**src/rtl/rrts_pkg.sv**
```systemverilog
// shared constants, codes and control structs of the round-robin thread scheduler
`default_nettype none

package rrts_pkg;

  // table sizes
  localparam int NUM_THREADS = 8;
  localparam int NUM_MUTEXES = 8;

  localparam int SLOT_W  = $clog2(NUM_THREADS);
  localparam int MUTEX_W = (NUM_MUTEXES > 1) ? $clog2(NUM_MUTEXES) : 1;
  localparam int CNT_W   = $clog2(NUM_THREADS + 1);

  // command codes
  typedef enum logic [2:0] {
    CMD_INIT   = 3'd0,
    CMD_CREATE = 3'd1,
    CMD_TICK   = 3'd2,
    CMD_EXIT   = 3'd3,
    CMD_MENTER = 3'd4,
    CMD_MEXIT  = 3'd5
  } cmd_t;

  // result status codes
  typedef enum logic [2:0] {
    RS_OK       = 3'd0,
    RS_UNINIT   = 3'd1,
    RS_NOSLOT   = 3'd2,
    RS_NOTOWNER = 3'd3,
    RS_IDLE     = 3'd4
  } status_t;

  // thread slot states
  typedef enum logic [2:0] {
    SL_DONE    = 3'd0,
    SL_NEW     = 3'd1,
    SL_READY   = 3'd2,
    SL_RUNNING = 3'd3,
    SL_WAITING = 3'd4
  } slot_state_t;

  // what the token looks for while it walks the cells
  typedef enum logic {
    MODE_RR   = 1'b0,
    MODE_FREE = 1'b1
  } scan_mode_t;

  // sequencer states
  typedef enum logic [1:0] {
    S_IDLE = 2'd0,
    S_EXEC = 2'd1,
    S_SCAN = 2'd2,
    S_FIN  = 2'd3
  } fsm_t;

  // broadcast control into the row of slot cells
  typedef struct packed {
    logic                 init_all;
    logic                 wr_en;
    logic [SLOT_W-1:0]    wr_idx;
    slot_state_t          wr_state;
    logic                 wr_wait_en;
    logic [MUTEX_W-1:0]   wr_wait;
    logic                 inject;
    logic [SLOT_W-1:0]    start_idx;
    logic                 scan;
    scan_mode_t           mode;
  } cell_ctl_t;

  // status seen from one slot cell
  typedef struct packed {
    slot_state_t          state;
    logic [MUTEX_W-1:0]   wait_m;
    logic                 win;
  } cell_stat_t;

  // mutex table update
  typedef struct packed {
    logic                 acq;
    logic                 rel;
    logic [MUTEX_W-1:0]   idx;
    logic [SLOT_W-1:0]    owner;
  } mtx_ctl_t;

endpackage

`default_nettype wire

```
**src/rtl/rrts_slot_cell.sv**
```systemverilog
// one thread slot: state, wait mutex and the scan token handed to the next slot
`default_nettype none

module rrts_slot_cell (
  input  wire logic                             clk,
  input  wire logic                             rst_n,
  input  wire logic [rrts_pkg::SLOT_W-1:0]      my_idx,
  input  wire rrts_pkg::cell_ctl_t              ctl,
  input  wire logic [rrts_pkg::NUM_MUTEXES-1:0] held_vec,
  input  wire logic                             tok_in,
  output logic                                  tok_out,
  output rrts_pkg::cell_stat_t                  stat
);

  rrts_pkg::slot_state_t              state_r, state_nxt;
  logic [rrts_pkg::MUTEX_W-1:0]       wait_r, wait_nxt;
  logic                               tok_r, tok_nxt;
  logic                               match;
  logic                               win;

  // does this slot satisfy the walking token
  always_comb begin
    if (ctl.mode == rrts_pkg::MODE_FREE) begin
      match = (state_r == rrts_pkg::SL_DONE);
    end else begin
      match = (state_r == rrts_pkg::SL_NEW) || (state_r == rrts_pkg::SL_READY) ||
              ((state_r == rrts_pkg::SL_WAITING) && !held_vec[wait_r]);
    end
  end

  assign win     = tok_r && match;
  assign tok_out = tok_r && !match;

  // token moves one slot per cycle while the scan runs
  assign tok_nxt = (ctl.inject && (ctl.start_idx == my_idx)) || (ctl.scan && tok_in);

  // slot state update
  always_comb begin
    state_nxt = state_r;
    wait_nxt  = wait_r;
    priority if (ctl.init_all) begin
      state_nxt = (my_idx == '0) ? rrts_pkg::SL_RUNNING : rrts_pkg::SL_DONE;
      wait_nxt  = '0;
    end else if (win) begin
      if (ctl.mode == rrts_pkg::MODE_FREE) begin
        state_nxt = rrts_pkg::SL_NEW;
      end else begin
        state_nxt = rrts_pkg::SL_RUNNING;
        if (state_r == rrts_pkg::SL_WAITING) begin
          wait_nxt = '0;
        end
      end
    end else if (ctl.wr_en && (ctl.wr_idx == my_idx)) begin
      state_nxt = ctl.wr_state;
      if (ctl.wr_wait_en) begin
        wait_nxt = ctl.wr_wait;
      end
    end
  end

  always_ff @(posedge clk) begin
    if (!rst_n) begin
      state_r <= rrts_pkg::SL_DONE;
      wait_r  <= '0;
      tok_r   <= 1'b0;
    end else begin
      state_r <= state_nxt;
      wait_r  <= wait_nxt;
      tok_r   <= tok_nxt;
    end
  end

  assign stat.state  = state_r;
  assign stat.wait_m = wait_r;
  assign stat.win    = win;

endmodule

`default_nettype wire

```
**src/rtl/rrts_mutex_table.sv**
```systemverilog
// mutex held flags and owner slots
`default_nettype none

module rrts_mutex_table (
  input  wire logic                             clk,
  input  wire logic                             rst_n,
  input  wire rrts_pkg::mtx_ctl_t               ctl,
  input  wire logic [rrts_pkg::MUTEX_W-1:0]     rd_idx,
  output logic [rrts_pkg::NUM_MUTEXES-1:0]      held_vec,
  output logic [rrts_pkg::SLOT_W-1:0]           rd_owner
);

  logic [rrts_pkg::NUM_MUTEXES-1:0] held_r, held_nxt;
  logic [rrts_pkg::SLOT_W-1:0]      owner_r   [rrts_pkg::NUM_MUTEXES];
  logic [rrts_pkg::SLOT_W-1:0]      owner_nxt [rrts_pkg::NUM_MUTEXES];

  // acquire or release one entry
  always_comb begin
    held_nxt  = held_r;
    owner_nxt = owner_r;
    if (ctl.acq) begin
      held_nxt[ctl.idx]  = 1'b1;
      owner_nxt[ctl.idx] = ctl.owner;
    end else if (ctl.rel) begin
      held_nxt[ctl.idx]  = 1'b0;
    end
  end

  always_ff @(posedge clk) begin
    if (!rst_n) begin
      held_r <= '0;
    end else begin
      held_r <= held_nxt;
    end
  end

  // owner is only meaningful while held
  always_ff @(posedge clk) begin
    owner_r <= owner_nxt;
  end

  assign held_vec = held_r;
  assign rd_owner = owner_r[rd_idx];

endmodule

`default_nettype wire

```
**src/rtl/round_robin_thread_scheduler.sv**
```systemverilog
// top level: command sequencer, row of slot cells and mutex table
//
// Usage: one command beat (in_cmd, in_mutex_id) enters on the in_ channel
// and produces exactly one result beat on the out_ channel, both with
// valid/ready handshakes. Commands are handled one at a time.
// Commands that do not scan (init, mutex exit, a granted or rejected mutex
// enter, errors) pass from the execute state straight to the finish state.
// Create, tick, exit and a blocking mutex enter first run a scan, in which a
// token walks along the slot cells: it moves one slot per cycle until a slot
// takes it or it has visited all NUM_THREADS slots. A new command can be
// taken in the cycle after the result is loaded.
// The result sits in an output register; the next command is accepted
// while it waits. If out_ready stays low the sequencer holds the next
// result and no further command is taken until the register drains.
// Reset (rst_n low, synchronous) marks all slots done, frees all mutexes
// and leaves the scheduler uninitialized; no clearing pass is needed.
`default_nettype none

module round_robin_thread_scheduler (
  input  wire logic       clk,
  input  wire logic       rst_n,
  input  wire logic       in_valid,
  output logic            in_ready,
  input  wire logic [2:0] in_cmd,
  input  wire logic [2:0] in_mutex_id,
  output logic            out_valid,
  input  wire logic       out_ready,
  output logic [2:0]      out_status,
  output logic [2:0]      out_running_thread,
  output logic [2:0]      out_new_slot,
  output logic            out_lock_granted,
  output logic [3:0]      out_live_threads
);

  localparam int N  = rrts_pkg::NUM_THREADS;
  localparam int SW = rrts_pkg::SLOT_W;
  localparam int MW = rrts_pkg::MUTEX_W;
  localparam int CW = rrts_pkg::CNT_W;

  rrts_pkg::fsm_t         state_r, state_nxt;
  logic [2:0]             cmd_r;
  logic [2:0]             mid_r;
  logic [SW-1:0]          cur_r, cur_nxt;
  logic [CW-1:0]          cnt_r, cnt_nxt;
  logic [SW-1:0]          step_r, step_nxt;
  rrts_pkg::scan_mode_t   mode_r, mode_nxt;
  rrts_pkg::status_t      status_r, status_nxt;
  logic [SW-1:0]          new_slot_r, new_slot_nxt;
  logic                   granted_r, granted_nxt;

  logic                   out_valid_r, out_valid_nxt;
  logic [2:0]             out_status_r;
  logic [2:0]             out_running_r;
  logic [2:0]             out_new_slot_r;
  logic                   out_granted_r;
  logic [3:0]             out_live_r;

  rrts_pkg::cell_ctl_t    cell_ctl;
  rrts_pkg::cell_stat_t   cell_stat [N];
  logic [N-1:0]           tok_vec;
  logic [N-1:0]           win_vec;
  rrts_pkg::mtx_ctl_t     mtx_ctl;
  logic [rrts_pkg::NUM_MUTEXES-1:0] held_vec;
  logic [SW-1:0]          mid_owner;

  logic                   in_fire;
  logic                   out_load;
  logic                   uninit;
  logic                   cur_running;
  logic                   mid_ok;
  logic [MW-1:0]          mid_idx;
  logic                   mid_held;
  logic                   exec_scan;
  logic [SW-1:0]          cur_inc;
  logic                   last_step;
  logic                   win_any;
  logic [SW-1:0]          win_idx;
  logic                   win_waiting;
  logic [MW-1:0]          win_wait;

  // row of slot cells, token ring closes from the last slot back to slot 0
  for (genvar i = 0; i < N; i++) begin : g_cell
    localparam int PREV = (i == 0) ? N - 1 : i - 1;
    rrts_slot_cell u_cell (
      .clk      (clk),
      .rst_n    (rst_n),
      .my_idx   (SW'(i)),
      .ctl      (cell_ctl),
      .held_vec (held_vec),
      .tok_in   (tok_vec[PREV]),
      .tok_out  (tok_vec[i]),
      .stat     (cell_stat[i])
    );
    assign win_vec[i] = cell_stat[i].win;
  end

  rrts_mutex_table u_mtx (
    .clk      (clk),
    .rst_n    (rst_n),
    .ctl      (mtx_ctl),
    .rd_idx   (mid_idx),
    .held_vec (held_vec),
    .rd_owner (mid_owner)
  );

  // handshake
  assign in_ready = (state_r == rrts_pkg::S_IDLE);
  assign in_fire  = in_valid && in_ready;
  assign out_load = (state_r == rrts_pkg::S_FIN) && (!out_valid_r || out_ready);

  // command decode helpers
  assign uninit      = (cnt_r == '0);
  assign cur_running = (cell_stat[cur_r].state == rrts_pkg::SL_RUNNING);
  assign mid_ok      = ({29'd0, mid_r} < 32'(rrts_pkg::NUM_MUTEXES));
  assign mid_idx     = MW'(mid_r);
  assign mid_held    = held_vec[mid_idx];
  assign cur_inc     = (cur_r == SW'(N - 1)) ? '0 : cur_r + 1'b1;
  assign last_step   = (step_r == SW'(N - 1));

  assign exec_scan = !uninit &&
                     ((cmd_r == rrts_pkg::CMD_CREATE) || (cmd_r == rrts_pkg::CMD_TICK) ||
                      (cmd_r == rrts_pkg::CMD_EXIT) ||
                      ((cmd_r == rrts_pkg::CMD_MENTER) && cur_running && mid_ok && mid_held));

  // winner encode, at most one cell holds the token
  always_comb begin
    win_idx = '0;
    for (int i = 0; i < N; i++) begin
      if (win_vec[i]) begin
        win_idx = win_idx | SW'(i);
      end
    end
  end

  assign win_any     = |win_vec;
  assign win_waiting = (cell_stat[win_idx].state == rrts_pkg::SL_WAITING);
  assign win_wait    = cell_stat[win_idx].wait_m;

  // next state
  always_comb begin
    state_nxt = state_r;
    unique case (state_r)
      rrts_pkg::S_IDLE: begin
        if (in_valid) begin
          state_nxt = rrts_pkg::S_EXEC;
        end
      end
      rrts_pkg::S_EXEC: begin
        state_nxt = exec_scan ? rrts_pkg::S_SCAN : rrts_pkg::S_FIN;
      end
      rrts_pkg::S_SCAN: begin
        if (win_any || last_step) begin
          state_nxt = rrts_pkg::S_FIN;
        end
      end
      rrts_pkg::S_FIN: begin
        if (!out_valid_r || out_ready) begin
          state_nxt = rrts_pkg::S_IDLE;
        end
      end
      default: state_nxt = rrts_pkg::S_IDLE;
    endcase
  end

  // datapath control and register updates
  always_comb begin
    cell_ctl      = '0;
    cell_ctl.mode = mode_r;
    mtx_ctl       = '0;
    cur_nxt       = cur_r;
    cnt_nxt       = cnt_r;
    step_nxt      = step_r;
    mode_nxt      = mode_r;
    status_nxt    = status_r;
    new_slot_nxt  = new_slot_r;
    granted_nxt   = granted_r;
    unique case (state_r)
      rrts_pkg::S_IDLE: begin
        if (in_fire) begin
          status_nxt   = rrts_pkg::RS_OK;
          new_slot_nxt = '0;
          granted_nxt  = 1'b0;
        end
      end
      rrts_pkg::S_EXEC: begin
        step_nxt = '0;
        if ((cmd_r == rrts_pkg::CMD_INIT) && uninit) begin
          // start with slot 0 running
          cell_ctl.init_all = 1'b1;
          cnt_nxt           = CW'(1);
          cur_nxt           = '0;
        end else if ((cmd_r != rrts_pkg::CMD_INIT) && (cmd_r <= rrts_pkg::CMD_MEXIT) &&
                     uninit) begin
          status_nxt = rrts_pkg::RS_UNINIT;
        end else if (cmd_r == rrts_pkg::CMD_CREATE) begin
          // search for the first done slot from slot 0
          cell_ctl.inject    = 1'b1;
          cell_ctl.start_idx = '0;
          mode_nxt           = rrts_pkg::MODE_FREE;
        end else if ((cmd_r == rrts_pkg::CMD_TICK) || (cmd_r == rrts_pkg::CMD_EXIT)) begin
          cell_ctl.wr_en    = cur_running;
          cell_ctl.wr_idx   = cur_r;
          if (cmd_r == rrts_pkg::CMD_TICK) begin
            cell_ctl.wr_state = rrts_pkg::SL_READY;
          end else begin
            cell_ctl.wr_state = rrts_pkg::SL_DONE;
            if (cur_running) begin
              cnt_nxt = cnt_r - 1'b1;
            end
          end
          cell_ctl.inject    = 1'b1;
          cell_ctl.start_idx = cur_inc;
          mode_nxt           = rrts_pkg::MODE_RR;
        end else if (((cmd_r == rrts_pkg::CMD_MENTER) || (cmd_r == rrts_pkg::CMD_MEXIT)) &&
                     !cur_running) begin
          status_nxt = rrts_pkg::RS_IDLE;
        end else if (cmd_r == rrts_pkg::CMD_MENTER) begin
          if (mid_ok && !mid_held) begin
            mtx_ctl.acq   = 1'b1;
            mtx_ctl.idx   = mid_idx;
            mtx_ctl.owner = cur_r;
            granted_nxt   = 1'b1;
          end else if (mid_ok) begin
            // block on the mutex and pick another thread
            cell_ctl.wr_en      = 1'b1;
            cell_ctl.wr_idx     = cur_r;
            cell_ctl.wr_state   = rrts_pkg::SL_WAITING;
            cell_ctl.wr_wait_en = 1'b1;
            cell_ctl.wr_wait    = mid_idx;
            cell_ctl.inject     = 1'b1;
            cell_ctl.start_idx  = cur_inc;
            mode_nxt            = rrts_pkg::MODE_RR;
          end
        end else if (cmd_r == rrts_pkg::CMD_MEXIT) begin
          if (mid_ok && mid_held && (mid_owner == cur_r)) begin
            mtx_ctl.rel = 1'b1;
            mtx_ctl.idx = mid_idx;
          end else begin
            status_nxt = rrts_pkg::RS_NOTOWNER;
          end
        end
      end
      rrts_pkg::S_SCAN: begin
        if (win_any) begin
          if (mode_r == rrts_pkg::MODE_FREE) begin
            new_slot_nxt = win_idx;
            cnt_nxt      = cnt_r + 1'b1;
          end else begin
            cur_nxt = win_idx;
            if (win_waiting) begin
              mtx_ctl.acq   = 1'b1;
              mtx_ctl.idx   = win_wait;
              mtx_ctl.owner = win_idx;
            end
          end
        end else if (last_step) begin
          status_nxt = (mode_r == rrts_pkg::MODE_FREE) ? rrts_pkg::RS_NOSLOT
                                                       : rrts_pkg::RS_IDLE;
        end else begin
          cell_ctl.scan = 1'b1;
          step_nxt      = step_r + 1'b1;
        end
      end
      rrts_pkg::S_FIN: begin
      end
      default: begin
      end
    endcase
  end

  // output register valid
  always_comb begin
    out_valid_nxt = out_valid_r;
    if (out_load) begin
      out_valid_nxt = 1'b1;
    end else if (out_ready) begin
      out_valid_nxt = 1'b0;
    end
  end

  // control registers
  always_ff @(posedge clk) begin
    if (!rst_n) begin
      state_r     <= rrts_pkg::S_IDLE;
      cur_r       <= '0;
      cnt_r       <= '0;
      step_r      <= '0;
      mode_r      <= rrts_pkg::MODE_RR;
      out_valid_r <= 1'b0;
    end else begin
      state_r     <= state_nxt;
      cur_r       <= cur_nxt;
      cnt_r       <= cnt_nxt;
      step_r      <= step_nxt;
      mode_r      <= mode_nxt;
      out_valid_r <= out_valid_nxt;
    end
  end

  // command and result payload
  always_ff @(posedge clk) begin
    if (in_fire) begin
      cmd_r <= in_cmd;
      mid_r <= in_mutex_id;
    end
    status_r   <= status_nxt;
    new_slot_r <= new_slot_nxt;
    granted_r  <= granted_nxt;
    if (out_load) begin
      out_status_r   <= status_r;
      out_running_r  <= 3'(cur_r);
      out_new_slot_r <= 3'(new_slot_r);
      out_granted_r  <= granted_r;
      out_live_r     <= 4'(cnt_r);
    end
  end

  assign out_valid          = out_valid_r;
  assign out_status         = out_status_r;
  assign out_running_thread = out_running_r;
  assign out_new_slot       = out_new_slot_r;
  assign out_lock_granted   = out_granted_r;
  assign out_live_threads   = out_live_r;

  // only one slot may take the token
  a_single_winner: assert property (@(posedge clk) disable iff (!rst_n)
    $onehot0(win_vec))
    else $error("more than one slot won the scan");

  // a round-robin winner is the running slot afterwards
  a_winner_runs: assert property (@(posedge clk) disable iff (!rst_n)
    (state_r == rrts_pkg::S_SCAN && win_any && mode_r == rrts_pkg::MODE_RR) |=>
      (cell_stat[cur_r].state == rrts_pkg::SL_RUNNING))
    else $error("scan winner is not running");

  // live thread count never exceeds the slot count
  a_count_range: assert property (@(posedge clk) disable iff (!rst_n)
    cnt_r <= CW'(N))
    else $error("live thread count out of range");

  // a result only appears from the finish state
  a_result_source: assert property (@(posedge clk) disable iff (!rst_n)
    $rose(out_valid_r) |-> $past(state_r == rrts_pkg::S_FIN))
    else $error("result loaded outside finish state");

  // tokens only walk while scanning
  a_token_scan: assert property (@(posedge clk) disable iff (!rst_n)
    (state_r == rrts_pkg::S_IDLE) |-> (win_vec == '0 && tok_vec == '0))
    else $error("scan token alive while idle");

endmodule

`default_nettype wire
```
**config.mk**
```make
export PLATFORM = sky130hd
export DESIGN_NAME = round_robin_thread_scheduler
export DESIGN_NICKNAME = d
export VERILOG_FILES = /design/src/rtl/rrts_pkg.sv /design/src/rtl/rrts_slot_cell.sv /design/src/rtl/rrts_mutex_table.sv /design/src/rtl/round_robin_thread_scheduler.sv
export SDC_FILE = /design/constraint.sdc
export NUM_CORES = 1
export LEC_CHECK = 0
export BUFFER_PORTS_ARGS = -buffer_cell sky130_fd_sc_hd__clkbuf_2
export CAP_MARGIN = 20
export CORE_MARGIN = 5
export CORE_UTILIZATION = 64
export DETAILED_ROUTE_END_ITERATION = 8
export PLACE_DENSITY = 0.9
export SETUP_SLACK_MARGIN = 0.15
export SLEW_MARGIN = 20
export SYNTH_ARGS = -nofsm -noshare
export SYNTH_HDL_FRONTEND = slang
export SYNTH_SLANG_ARGS = --single-unit
```
**constraint.sdc**
```tcl
create_clock -name clk -period 11.6 [get_ports clk]
set_clock_uncertainty 0.15 [all_clocks]
set_input_delay 1.74 -clock clk [delete_from_list [all_inputs] [get_ports clk]]
set_output_delay 1.74 -clock clk [all_outputs]
set_load 0.01 [all_outputs]
```
After elaboration in Yosys (flattened, before gate mapping) --
Index checks and enable logic that the tools add are counted.
Storage, ports and cells: memories kept 0, memory bits (read-only) 0, bits in registers 129, input bits 10, output and inout port bits 16, memory bits (writable) 0, bits in latches 0
Operators by class: muxes and demuxes 192, reduce and logical (&&, ||, !) cells 167, equality and inequality tests 96, bitwise logic cells 10, shift operators 0, multiply operators 0, magnitude comparators 17, $add $sub $neg 4, div/mod/pow operators 0
Operators with widths (number):
- 3-bit two-way mux | 78
- 15-bit two-way mux | 5
- 2-bit != test (second input constant) | 32
- 3-bit equality test (second input constant) | 21
- 1-bit logical AND | 60
- 8-bit two-way mux | 7
- 4-bit two-way mux | 13
- 1-bit two-way mux | 46
- 3-bit by 2-bit equality test with 1-bit output (second input constant) | 15
- 7-bit binary-select mux with 3-bit select | 2
- 2-bit nonzero test | 21
- 3-bit by 4-bit < comparator with 1-bit output (second input constant) | 10
- 4-bit AND reduction | 10
- 7-bit two-way mux | 5
- 3-bit by 1-bit equality test with 1-bit output (second input constant) | 11
- 3-bit logical NOT | 11
- 1-bit logical OR | 31
- 1-bit binary-select mux with 3-bit select | 9
- 24-bit bitwise mux | 1
- 6-bit two-way mux | 4
- 3-bit != test (second input constant) | 8
- 1-bit logical NOT | 19
- 3-bit one-hot mux with 2 select lines | 3
- 4-bit >= comparator (second input constant) | 4
- 37 further kinds | 60

Logic depth before layout (Yosys ltp) --
Gate-level depths: netlist (run 1).
depth in word-level cells 31, mapped depth 14, depth with buffers taken out 12

Cells and area by module --
Synthesis (run 1) repeated with hierarchy kept, for this count alone.
Second synthesis, totals: cells, all modules 944, area, all modules 8954.8 µm²
Modules (own cells, without submodules):
- rrts_slot_cell | instances 8, area an instance 606.8 µm², cells each 73, seq. area each 140.1 µm²
- round_robin_thread_scheduler | instances 1, area an instance 2821.5 µm², cells each 286, seq. area each 1091.0 µm²
- rrts_mutex_table | instances 1, area an instance 1278.7 µm², cells each 74, seq. area each 880.8 µm²

Least setup slack after synthesis (run 1) --
No wires, ideal clock.
kind reg2reg, start point reg g_cell[5].u_cell.wait_r[0] (netlist name), end point reg u_mtx.owner_r[10] (netlist name) (enable), path slack 7.975 ns, period minus slack after synthesis 3.625 ns, stages on the path, launching flop included 12, path buffers 1, data arrival time 3.157 ns, cell sequence dfxtp_1 buf_6 mux2_4 a222oi_1 a21oi_1 o21a_1 or3_4 o2111a_2 or2_2 mux2i_1 or2_2 nor2_1
On the way: longest elaborated chain between the ends 19, elaborated cells on any way between the ends 20, those cells by class 1 x eq/ne; 13 x mux; 1 x bitwise; 5 x reduce/logical
RTL lines:
- start: declaration | line rrts_slot_cell.sv:16 | logic [rrts_pkg::MUTEX_W-1:0] wait_r, wait_nxt;
- start signal: assignment | line rrts_slot_cell.sv:68 | wait_r <= wait_nxt;
- 1-bit binary-select mux with 3-bit select * | line rrts_slot_cell.sv:27 | ((state_r == rrts_pkg::SL_WAITING) && !held_vec[wait_r]);
- 1-bit two-way mux (not written as such) * | line rrts_slot_cell.sv:27
- 1-bit logical NOT * | line rrts_slot_cell.sv:27
- 1-bit logical AND * | line rrts_slot_cell.sv:27
- 1-bit logical OR * | line rrts_slot_cell.sv:26 | match = (state_r == rrts_pkg::SL_NEW) || (state_r == rrts_pkg::SL_READY) ||
- 1-bit two-way mux * | line rrts_slot_cell.sv:23 | if (ctl.mode == rrts_pkg::MODE_FREE) begin
- 1-bit logical AND * | line rrts_slot_cell.sv:31 | assign win = tok_r && match;
- 3-bit two-way mux (3 in a row) | line round_robin_thread_scheduler.sv:129 | if (win_vec[i]) begin
- 3-bit NOT with 4-bit output (not written as such) | line round_robin_thread_scheduler.sv:136 | assign win_waiting = (cell_stat[win_idx].state == rrts_pkg::SL_WAITING);
- 7-bit binary-select mux with 3-bit select | line round_robin_thread_scheduler.sv:136
- 7-bit two-way mux (2 in a row)
- 3-bit equality test | line round_robin_thread_scheduler.sv:136
- 1-bit two-way mux | line round_robin_thread_scheduler.sv:250 | if (win_waiting) begin
- 1-bit two-way mux | line round_robin_thread_scheduler.sv:245 | if (mode_r == rrts_pkg::MODE_FREE) begin
- 1-bit two-way mux * | line round_robin_thread_scheduler.sv:244 | if (win_any) begin
- 1-bit one-hot mux with 2 select lines * | line round_robin_thread_scheduler.sv:177 | unique case (state_r)
- end signal: assignment | line rrts_mutex_table.sv:39 | owner_r <= owner_nxt;
- end: declaration | line rrts_mutex_table.sv:14 | logic [rrts_pkg::SLOT_W-1:0] owner_r [rrts_pkg::NUM_MUTEXES];
Mark *: on every way between the ends. The rest lies on a longest branch, timed or not. The select of a mux whose other input is x is not followed. A chain may end at the register's enable or synchronous reset.

Worst setup path in the final report (run 1) --
start point reg mode_r, end point reg u_mtx.owner_r[3] (netlist name) (enable)
On the way: longest elaborated chain between the ends 18, elaborated cells on any way between the ends 33, those cells by class 1 x eq/ne; 22 x mux; 1 x bitwise; 9 x reduce/logical
RTL lines:
- start: declaration | line round_robin_thread_scheduler.sv:46 | rrts_pkg::scan_mode_t mode_r, mode_nxt;
- start signal: assignment | line round_robin_thread_scheduler.sv:288 | mode_r <= rrts_pkg::MODE_RR;
- start signal: assignment | line round_robin_thread_scheduler.sv:295 | mode_r <= mode_nxt;
- 1-bit two-way mux | line rrts_slot_cell.sv:23
- 1-bit logical AND | line rrts_slot_cell.sv:31
- 1-bit two-way mux | line round_robin_thread_scheduler.sv:129
- 2-bit two-way mux (2 in a row) | line round_robin_thread_scheduler.sv:129
- 3-bit two-way mux (4 in a row) | line round_robin_thread_scheduler.sv:129
- 3-bit NOT with 4-bit output (not written as such) | line round_robin_thread_scheduler.sv:136
- 7-bit binary-select mux with 3-bit select | line round_robin_thread_scheduler.sv:136
- 7-bit two-way mux (2 in a row)
- 3-bit equality test | line round_robin_thread_scheduler.sv:136
- 1-bit two-way mux | line round_robin_thread_scheduler.sv:250
- 1-bit two-way mux | line round_robin_thread_scheduler.sv:245
- 1-bit two-way mux * | line round_robin_thread_scheduler.sv:244
- 1-bit one-hot mux with 2 select lines * | line round_robin_thread_scheduler.sv:177
Marks and branches as above.

==> flow_metrics.tcl, run 1 <==
set metrics [dict create \
    sw_frac_of_total_pct 33.20 \
    p_leak_nw 2.919 \
    drive_gt1_share_pct 13.47 \
    total_power_mw 1.417 \
    place_congestion 1.044 \
    wl_per_cell_um 21.88 \
    worst_ir_drop_vdd_v 0.0001898 \
    die_w_um 118.3 \
    worst_pin_slew_ps 1009 \
    finalSetupTns_ps 0 \
    path_clk_slew_ps 60 \
    clk_root_buffer_cell "clkbuf_16" \
    hold_path_class "reg2reg" \
    ys_seq_elements 129 \
    cts_buffers 17 \
    fin_crit_sh_pct 37.67 \
    yosys.area.top_type "dfxtp_1" \
    hold_depth 0 \
    numPortBuffers 25 \
    hold_path_startpoint "new_slot_r[2]" \
    critPathLaunchType "flop" \
    critPathMaxStageDelay_ps 640 \
    ioPinCount 26 \
    setup_viol 0 \
    syn_inst 809 \
    die_h_um 118.3 \
    vias 6644 \
    ys_seq_area_share_pct 41.21 \
    vias_per_cell 6.871 \
    switchingPower_mw 0.4706 \
    min_period_ps 4369 \
    slowest_stage "or4_1" \
    cts_hold_buf 0 \
    pwr-share-comb_pct 22.1 \
    async_reset_ff_share_pct 0 \
    synth_area_leaders "dfxtp_1 21%, edfxtp_1 20%, mux2i_1 5.9%" \
    cp.depth 11 \
    grt_pass1_vias 6324 \
    yosys_warnings 0 \
    n_antenna_cell 0 \
    critical_path.top_delay_family "simple AND/OR/NAND/NOR gates" \
    final_antenna_net_count 0 \
    path_buf_inv 1 \
    r2r-start "mode_r" \
    drc 0 \
    fmax_mhz 228.9 \
    cp-end-kind "flop" \
    p_int_mw 0.9467 \
    synth_nets 829 \
    clk_latency_ps 440 \
    nets 831 \
    drtIter0Drc 957 \
    ys.flop_type "dfxtp_1" \
    wirelength_um 21160 \
    cts_setup_buffers 0 \
    arrival_ps 4290 \
    clock-sinks 129 \
    die-area_um2 13990 \
    cts_tree "yes" \
    maxSlewHeadroom_pct 32.36 \
    antenna_found_initial 0 \
    outcome "completed" \
    fill_cells 806 \
    cp-startpoint "mode_r" \
    rsz0062_at_grt "false" \
    power.density_cell_area_nw_per_um2 172.4 \
    grt_pass1_wl_um 33610 \
    clk_path_buf_depth 2 \
    synth_top_area_share_pct 20.80 \
    synth_cell_types 84 \
    start_util_pct 65.46 \
    area_growth_pct 9.552 \
    syn_area_um2 7506 \
    overflow 0 \
    grt_max_degree 40 \
    rows 39 \
    crit_path_max_fanout 38 \
    synth_commonest_cells "109 x nor2_1, 78 x dfxtp_1, 55 x nand2_1" \
    crit_top_cell "a211oi_1" \
    avgSynthCellArea_um2 9.278 \
    hold_viol 0 \
    post_cts_resized 0 \
    track_usage_pct 30.32 \
    hpwl_um 14910 \
    firstDrtPassIters 6 \
    cts_max_level 4 \
    synth_most_common_cell "nor2_1" \
    whs_ps 267.2 \
    power.share.clock_pct 38.6 \
    path_cells "buf_4 -> nor4b_1 -> a211oi_1 -> nor2b_1 -> nand2_1 -> nand4_1 -> a211oi_1 -> or4_1 -> o31ai_1 -> nand3_1 -> nor3_1" \
    drv_cap 0 \
    critPathKind "reg2reg" \
    seq_power_share_pct 39.3 \
    slew_violations 0 \
    required_ps 11520 \
    core_um2 11470 \
    synth-edff-count 51 \
    reg2reg_depth 11 \
]
-- power groups by stage --
stage | combinational, mW | sequential [mW] | clock (mW)
after floorplan | 0.230 | 0.549 | 0
after global placement | 0.285 | 0.563 | 0
after detailed placement | 0.299 | 0.565 | 0
after CTS | 0.303 | 0.557 | 0.551
after global routing | 0.337 | 0.563 | 0.572
final | 0.313 | 0.557 | 0.548
-- cells in the final DEF, fill, tap and decap left out, types with 7 or more instances in the layout --
cell type and instances:
and2_1 7, a31oi_1 12, o31ai_1 8, inv_1 30
nand2_1 55, mux2i_1 44, a211oi_1 18, o21ai_0 35
nor3_1 16, or2_2 8, edfxtp_1 51, xor2_1 10
nand3_1 21, and3_1 19, ha_1 10, o21a_1 11
or3_1 12, nand2b_1 17, dfxtp_1 78, o22ai_1 11
clkbuf_16 18, a21oi_1 51, nor2_1 109, mux4_2 14
nand4_1 7, clkbuf_2 25
-- worst paths after layout --
check / end / slack [ps]
max: u_mtx.owner_r[3] / 7230
min reg2reg: out_new_slot[2] / 270
min: out_new_slot[2] / 270
max reg2reg: u_mtx.owner_r[3] / 7230
-- cell type report --
| type | count | area [µm²] | area share [%] |
|---|---|---|---|
| multi-input combinational | 604 | 4079 | 49.60 |
| clock inverter | 11 | 116.4 | 1.415 |
| tap | 143 | 178.9 | 2.176 |
| clock buffer | 21 | 491.7 | 5.980 |
| inverter | 31 | 116.4 | 1.415 |
| sequential | 129 | 3093 | 37.61 |
| timing repair buffer | 28 | 147.6 | 1.796 |
-- cell families (layout without fill, tap and decap cells) --
group                      count (synthesis)  count (layout)  synth area share, %
DFF                                      129             129                41.21
AOI/OAI and AO/OA                        205             205                18.90
buffers and inverters                     76              91                4.484
muxes                                     65              65                11.22
adders and majority gates                 10              10                1.667
and+or+nand+nor                          312             312                21.12
xor gates and xnor gates                  12              12                1.400
-- per-layer routing --
| layer | vias to the layer above | part of all wire, % | track usage (%) |
|---|---|---|---|
| met2 | 434 | 46 | 47.05 |
| li1 | 3002 | - | - |
| met5 | - | 0 | 0 |
| met3 | 78 | 10 | 8.309 |
| met4 | 0 | 3.5 | 13.41 |
| met1 | 3130 | 40 | 39.88 |
-- registers in the layout, indices dropped and copies added, names as in the netlist, 4 cells and up, named ones only --
| name | cells |
|---|---|
| cnt_r | 4 |
| g_cell.u_cell.wait_r | 24 |
| g_cell.u_cell.tok_r | 8 |
| g_cell.u_cell.state_r | 24 |
| u_mtx.owner_r | 24 |
| out_live_threads | 4 |
-- through the flow --
stage               util (%)  instance area [µm²]  worst slack (ps)  instances
floorplan                  -                 7506              7975        809
global placement       66.38                 7612              7465        935
detailed placement     66.38                 7612              7363        935
CTS                    71.69                 8220              7293        967
global route           71.71                 8223              6939        967
finish                 71.71                 8223              7231        967
Power figures use the tool's default switching activity.
==> inputs of run 2 (changes only) <==
CORE_UTILIZATION = 63   (was 64)
PLACE_DENSITY = 0.89   (was 0.9)
clock period = 4.2 ns   (was 11.6 ns; I/O delays follow)
==> run 2 against run 1 <==
Effect of this change: total power grew to 2.8 times the previous value; critical path depth rose by 1; setup slack got worse by 7000 ps; design area grew 2.7%; die area is 1.5% higher; routed wire length is 3.3% higher; non-clock buffer count up 25; combinational power grew to 2.9 times the previous value; largest cell class unchanged; largest power group unchanged.
==> flow_metrics.tcl, run 2 (synthesis results as in run 1) <==
set metrics [dict create \
    min_period_ps 3965 \
    path_cells "or3b_1 -> nand2b_1 -> buf_4 -> a21bo_2 -> o22ai_2 -> nand4_1 -> o21bai_1 -> o2111a_2 -> or2_2 -> mux2i_1 -> or3_1 -> inv_1" \
    cts_buffers 17 \
    clk_latency_ps 430 \
    ioPinCount 26 \
    slew_violations 0 \
    drc 0 \
    rsz0062_at_grt "true" \
    clock-sinks 129 \
    place_congestion 1.074 \
    critPathMaxStageDelay_ps 450 \
    fin_cells 993 \
    nets 857 \
    numPortBuffers 25 \
    vias_per_cell 6.860 \
    fill_cells 848 \
    start_util_pct 64.90 \
    grt_pass1_vias 6563 \
    track_usage_pct 30.83 \
    wirelength_um 21870 \
    drv_cap 0 \
    clk_path_buf_depth 2 \
    final_cell_mix "108 x nor2_1, 67 x dfxtp_1, 55 x nand2_1, 51 x a21oi_1, 51 x edfxtp_1" \
    path_clk_slew_ps 60 \
    firstDrtPassIters 5 \
    fin_crit_sh_pct 94.42 \
    dp.cells 958 \
    antenna_found_initial 0 \
    overflow 0 \
    cts_tree "yes" \
    area_growth_pct 12.55 \
    path_buf_inv 2 \
    hpwl_um 15610 \
    worst_pin_slew_ps 954.0 \
    drtIter0Drc 751 \
    cts_max_level 4 \
    power.density_cell_area_nw_per_um2 462.2 \
    arrival_ps 3950 \
    wl_per_cell_um 22.02 \
    critical_path.top_delay_family "simple AND/OR/NAND/NOR gates" \
    critPathKind "reg2reg" \
    finalSetupTns_ps 0 \
    outcome "completed" \
    drive_gt1_share_pct 18.12 \
    clk_root_buffer_cell "clkbuf_16" \
    core_um2 11560 \
    fmax_mhz 252.2 \
    final_antenna_net_count 0 \
    hold_path_class "in2reg" \
    rows 39 \
    n_antenna_cell 0 \
    cp-end-kind "flop" \
    reg_top3 "g_cell.u_cell.state_r (24), g_cell.u_cell.wait_r (24), u_mtx.owner_r (24)" \
    die_w_um 119.2 \
    worst_ir_drop_vdd_v 0.0003224 \
    maxSlewHeadroom_pct 35.86 \
    slowest_stage "or3_1" \
    grt_max_degree 40 \
    die_h_um 119.2 \
    grt_pass1_wl_um 34410 \
    hold_viol 0 \
    final_common_cell "nor2_1" \
    setup_viol 0 \
    vias 6812 \
    p_leak_nw 3.037 \
    critPathLaunchType "flop" \
    total_power_mw 3.905 \
    crit_path_max_fanout 8 \
    required_ps 4190 \
    die-area_um2 14200 \
]
## run 2: cell types whose count changed in the layout (fill, tap and decap cells not counted), sizes merged
cell      previous run  this run
a22oi                4         5
buf                  3        28
bufinv               1         2
clkbuf              46        42
clkinv               5         8
clkinvlp             1         2
inv                 35        34
## run 2: routing by layer
metal  up-vias  track usage, %  wire length [µm]
met1      3213           40.50              8608
met3        83           7.725              2422
li1       3057               -                 -
met5         -               0                 0
met2       459           47.16              9922
met4         0           16.22               912
## run 2: stage by stage
stage / util (%) / cell area (µm²) / hold slack (ps) / worst slack [ps]
floorplan: - / 7506 / 250.3 / 574.6
global route: 73.05 / 8448 / 208.2 / 105.0
global placement: 67.32 / 7785 / 250.6 / 155.7
finish: 73.05 / 8448 / 222.7 / 234.5
detailed placement: 67.32 / 7785 / 257.9 / 7.294
CTS: 72.43 / 8377 / 216.1 / 170.4
## run 2: what timing repair did
item,in CTS,in global routing
gates cloned,0,1
gates resized for setup,1,18
setup endpoints to repair,20,31
buffers inserted,1,1
hold buffers,0,0
pin swaps,1,1
## run 2: area by class of cell
class                   count  area [µm²]  share of cell area, %
multi-input cells         605        4128                  48.86
clock buffers              17       425.4                  5.036
flip-flops and latches    129        3107                  36.77
clock inverters            15       157.7                  1.866
inverters                  31       116.4                  1.377
repair buffers             53       335.3                  3.969
well taps                 143       178.9                  2.118
## run 2: final timing paths
check	startpoint	to	cells past startpoint	slack [ps]
setup / recovery	g_cell[3].u_cell.state_r[2]	u_mtx.owner_r[15]	12	230
hold / removal	in_mutex_id[2]	mid_idx[2]	1	220
setup reg to reg	g_cell[3].u_cell.state_r[2]	u_mtx.owner_r[15]	12	230
hold reg to reg	new_slot_r[1]	out_new_slot[1]	0	270
## run 2: power by group
group / internal, mW / switching, mW
logic: 0.287 / 0.615
clock network: 0.877 / 0.579
registers: 1.44 / 0.107
total: 2.60 / 1.30
==> inputs of run 3 (changes only) <==
CORE_MARGIN = 2   (was 5)
==> run 3 against run 2 <==
Effect of this change: first-iteration DRC count increased by 28%; die area decreased by 9.8%; register-to-register slack got worse by 30 ps; global-route usage increased by 4.6 points; final cell count increased by 0.40%; via count increased by 3.6%; total power increased by 2.1%; design area increased by 0.87%; fmax decreased by 0.87%; worst hold slack got worse by 8.8 ps; highest routed layer unchanged; utilization increased by 0.95 points; the flow now finishes with violations (DRC); combinational power increased by 3.7%.
==> flow_metrics.tcl, run 3 (synthesis results as in run 1) <==
set metrics [dict create \
    outcome "finished, violations left" \
    failed_checks "DRC" \
    critPathKind "reg2reg" \
    vias 7056 \
    grt_max_degree 40 \
    placed_area_um2 7755 \
    die-area_um2 12800 \
    vias_per_cell 7.077 \
    switchingPower_mw 1.351 \
    drtIter0Drc 958 \
    cts_buffers 17 \
    whs_ps 213.9 \
    cts_max_level 4 \
    final_cell_mix "105 x nor2_1, 67 x dfxtp_1, 55 x nand2_1, 51 x edfxtp_1, 50 x a21oi_1" \
    start_util_pct 65.18 \
    reg_top3 "g_cell.u_cell.state_r (24), g_cell.u_cell.wait_r (24), u_mtx.owner_r (24)" \
    pwr-share-comb_pct 23.5 \
    sw_frac_of_total_pct 33.91 \
    firstDrtPassIters 8 \
    finalSetupTns_ps 0 \
    finalInstanceArea_um2 8522 \
    maxSlewHeadroom_pct 37.79 \
    path_clk_slew_ps 60 \
    critPathMaxStageDelay_ps 540 \
    area_growth_pct 13.54 \
    power.share.clock_pct 37.9 \
    final_antenna_net_count 0 \
    overflow 0 \
    ioPinCount 26 \
    worst_pin_slew_ps 932.2 \
    hpwl_um 15550 \
    seq_power_share_pct 38.7 \
    path_cells "mux2i_1 -> mux4_2 -> a2bb2oi_2 -> o22ai_2 -> or3_1 -> o21bai_1 -> o2111a_2 -> or2_2 -> mux2i_1 -> or3_1 -> inv_1" \
    drv_cap 0 \
    track_usage_pct 35.43 \
    place_congestion 1.008 \
    drc 5 \
    p_int_mw 2.634 \
    rsz0062_at_grt "true" \
    rows 39 \
    clk_path_buf_depth 2 \
    fill_cells 800 \
    clk_latency_ps 440 \
    hold_path_class "in2reg" \
    cp-end-kind "flop" \
    final_common_cell "nor2_1" \
    slowest_stage "mux4_2" \
    die_h_um 113.2 \
    arrival_ps 4000 \
    numPortBuffers 25 \
    critPathLaunchType "flop" \
    drive_gt1_share_pct 19.20 \
    clock-sinks 129 \
    clk_root_buffer_cell "clkbuf_16" \
    crit_path_max_fanout 8 \
    p_leak_nw 3.069 \
    setup_viol 0 \
    final-seq-area_um2 3109 \
    cts_tree "yes" \
    antenna_found_initial 0 \
    fmax_mhz 250.0 \
    critical_path.top_delay_family "simple AND/OR/NAND/NOR gates" \
    wirelength_um 22740 \
    path_buf_inv 1 \
    slew_violations 0 \
    power.density_cell_area_nw_per_um2 467.6 \
    grt_pass1_wl_um 35160 \
    core_um2 11520 \
    hold_viol 0 \
    worst_ir_drop_vdd_v 0.0003859 \
    total_power_mw 3.985 \
    multi_input_area_um2 4143 \
    required_ps 4200 \
    n_antenna_cell 0 \
    fin_crit_sh_pct 95.24 \
    nets 861 \
    min_period_ps 4000 \
    cts_hold_buf 0 \
    wl_per_cell_um 22.81 \
    die_w_um 113.2 \
    grt_pass1_vias 6568 \
]
## run 3: worst paths after layout
path / from / slack [ps] / to / depth (start not counted)
max: g_cell[2].u_cell.wait_r[1] / 200 / u_mtx.owner_r[15] / 11
min: in_mutex_id[0] / 210 / mid_idx[0] / 1
max reg2reg: g_cell[2].u_cell.wait_r[1] / 200 / u_mtx.owner_r[15] / 11
min reg2reg: granted_r / 270 / out_lock_granted / 0
## run 3: metal layers
layer | GRT usage, % | vias to the layer above | share of wire, %
met5 | 0 | - | 0
met4 | 17.07 | 0 | 4.8
met3 | 9.320 | 113 | 12
met2 | 55.61 | 571 | 45
met1 | 45.82 | 3313 | 37
li1 | - | 3059 | -
## run 3: final cells by class
type / instances / share of cell area (%)
multi-input cells: 605 / 48.61
flip-flops and latches: 129 / 36.49
clock buffers: 17 / 4.992
repair buffers: 57 / 4.434
well taps: 143 / 2.100
clock inverters: 15 / 2.011
inverters: 31 / 1.365
## run 3: worst reg2reg max path, stage by stage, from the launching register on
cell and delay (ps):
dfxtp_1 500, mux2i_1 130, mux4_2 540, a2bb2oi_2 250, o22ai_2 150, or3_1 450
o21bai_1 220, o2111a_2 250, or2_2 330, mux2i_1 170, or3_1 440, inv_1 130
## run 3: power by group through the flow
stage	registers, mW	clock network (mW)	logic, mW
after global placement	1.56	0	0.801
after detailed placement	1.57	0	0.834
final	1.54	1.51	0.935
after floorplan	1.52	0	0.635
after CTS	1.55	1.50	0.854
after global routing	1.55	1.56	1.00
## run 3: timing repair
item | 4_1_cts | 5_1_grt
gates resized for setup | 3 | 22
buffers inserted | 2 | 8
gates cloned | 0 | 1
pin swaps | 1 | 2
endpoints found under the setup margin | 23 | 35
## run 3: per-stage QoR
| step | util [%] | worst slack, ps | instances |
|---|---|---|---|
| 4_1_cts | 72.73 | 177.9 | 988 |
| 6_report | 74.00 | 199.8 | 997 |
| 2_1_floorplan | - | 574.6 | 809 |
| 3_5_place_dp | 67.34 | 49.21 | 954 |
| 5_1_grt | 74.00 | 121.5 | 997 |
| 3_3_place_gp | 67.34 | 115.0 | 954 |
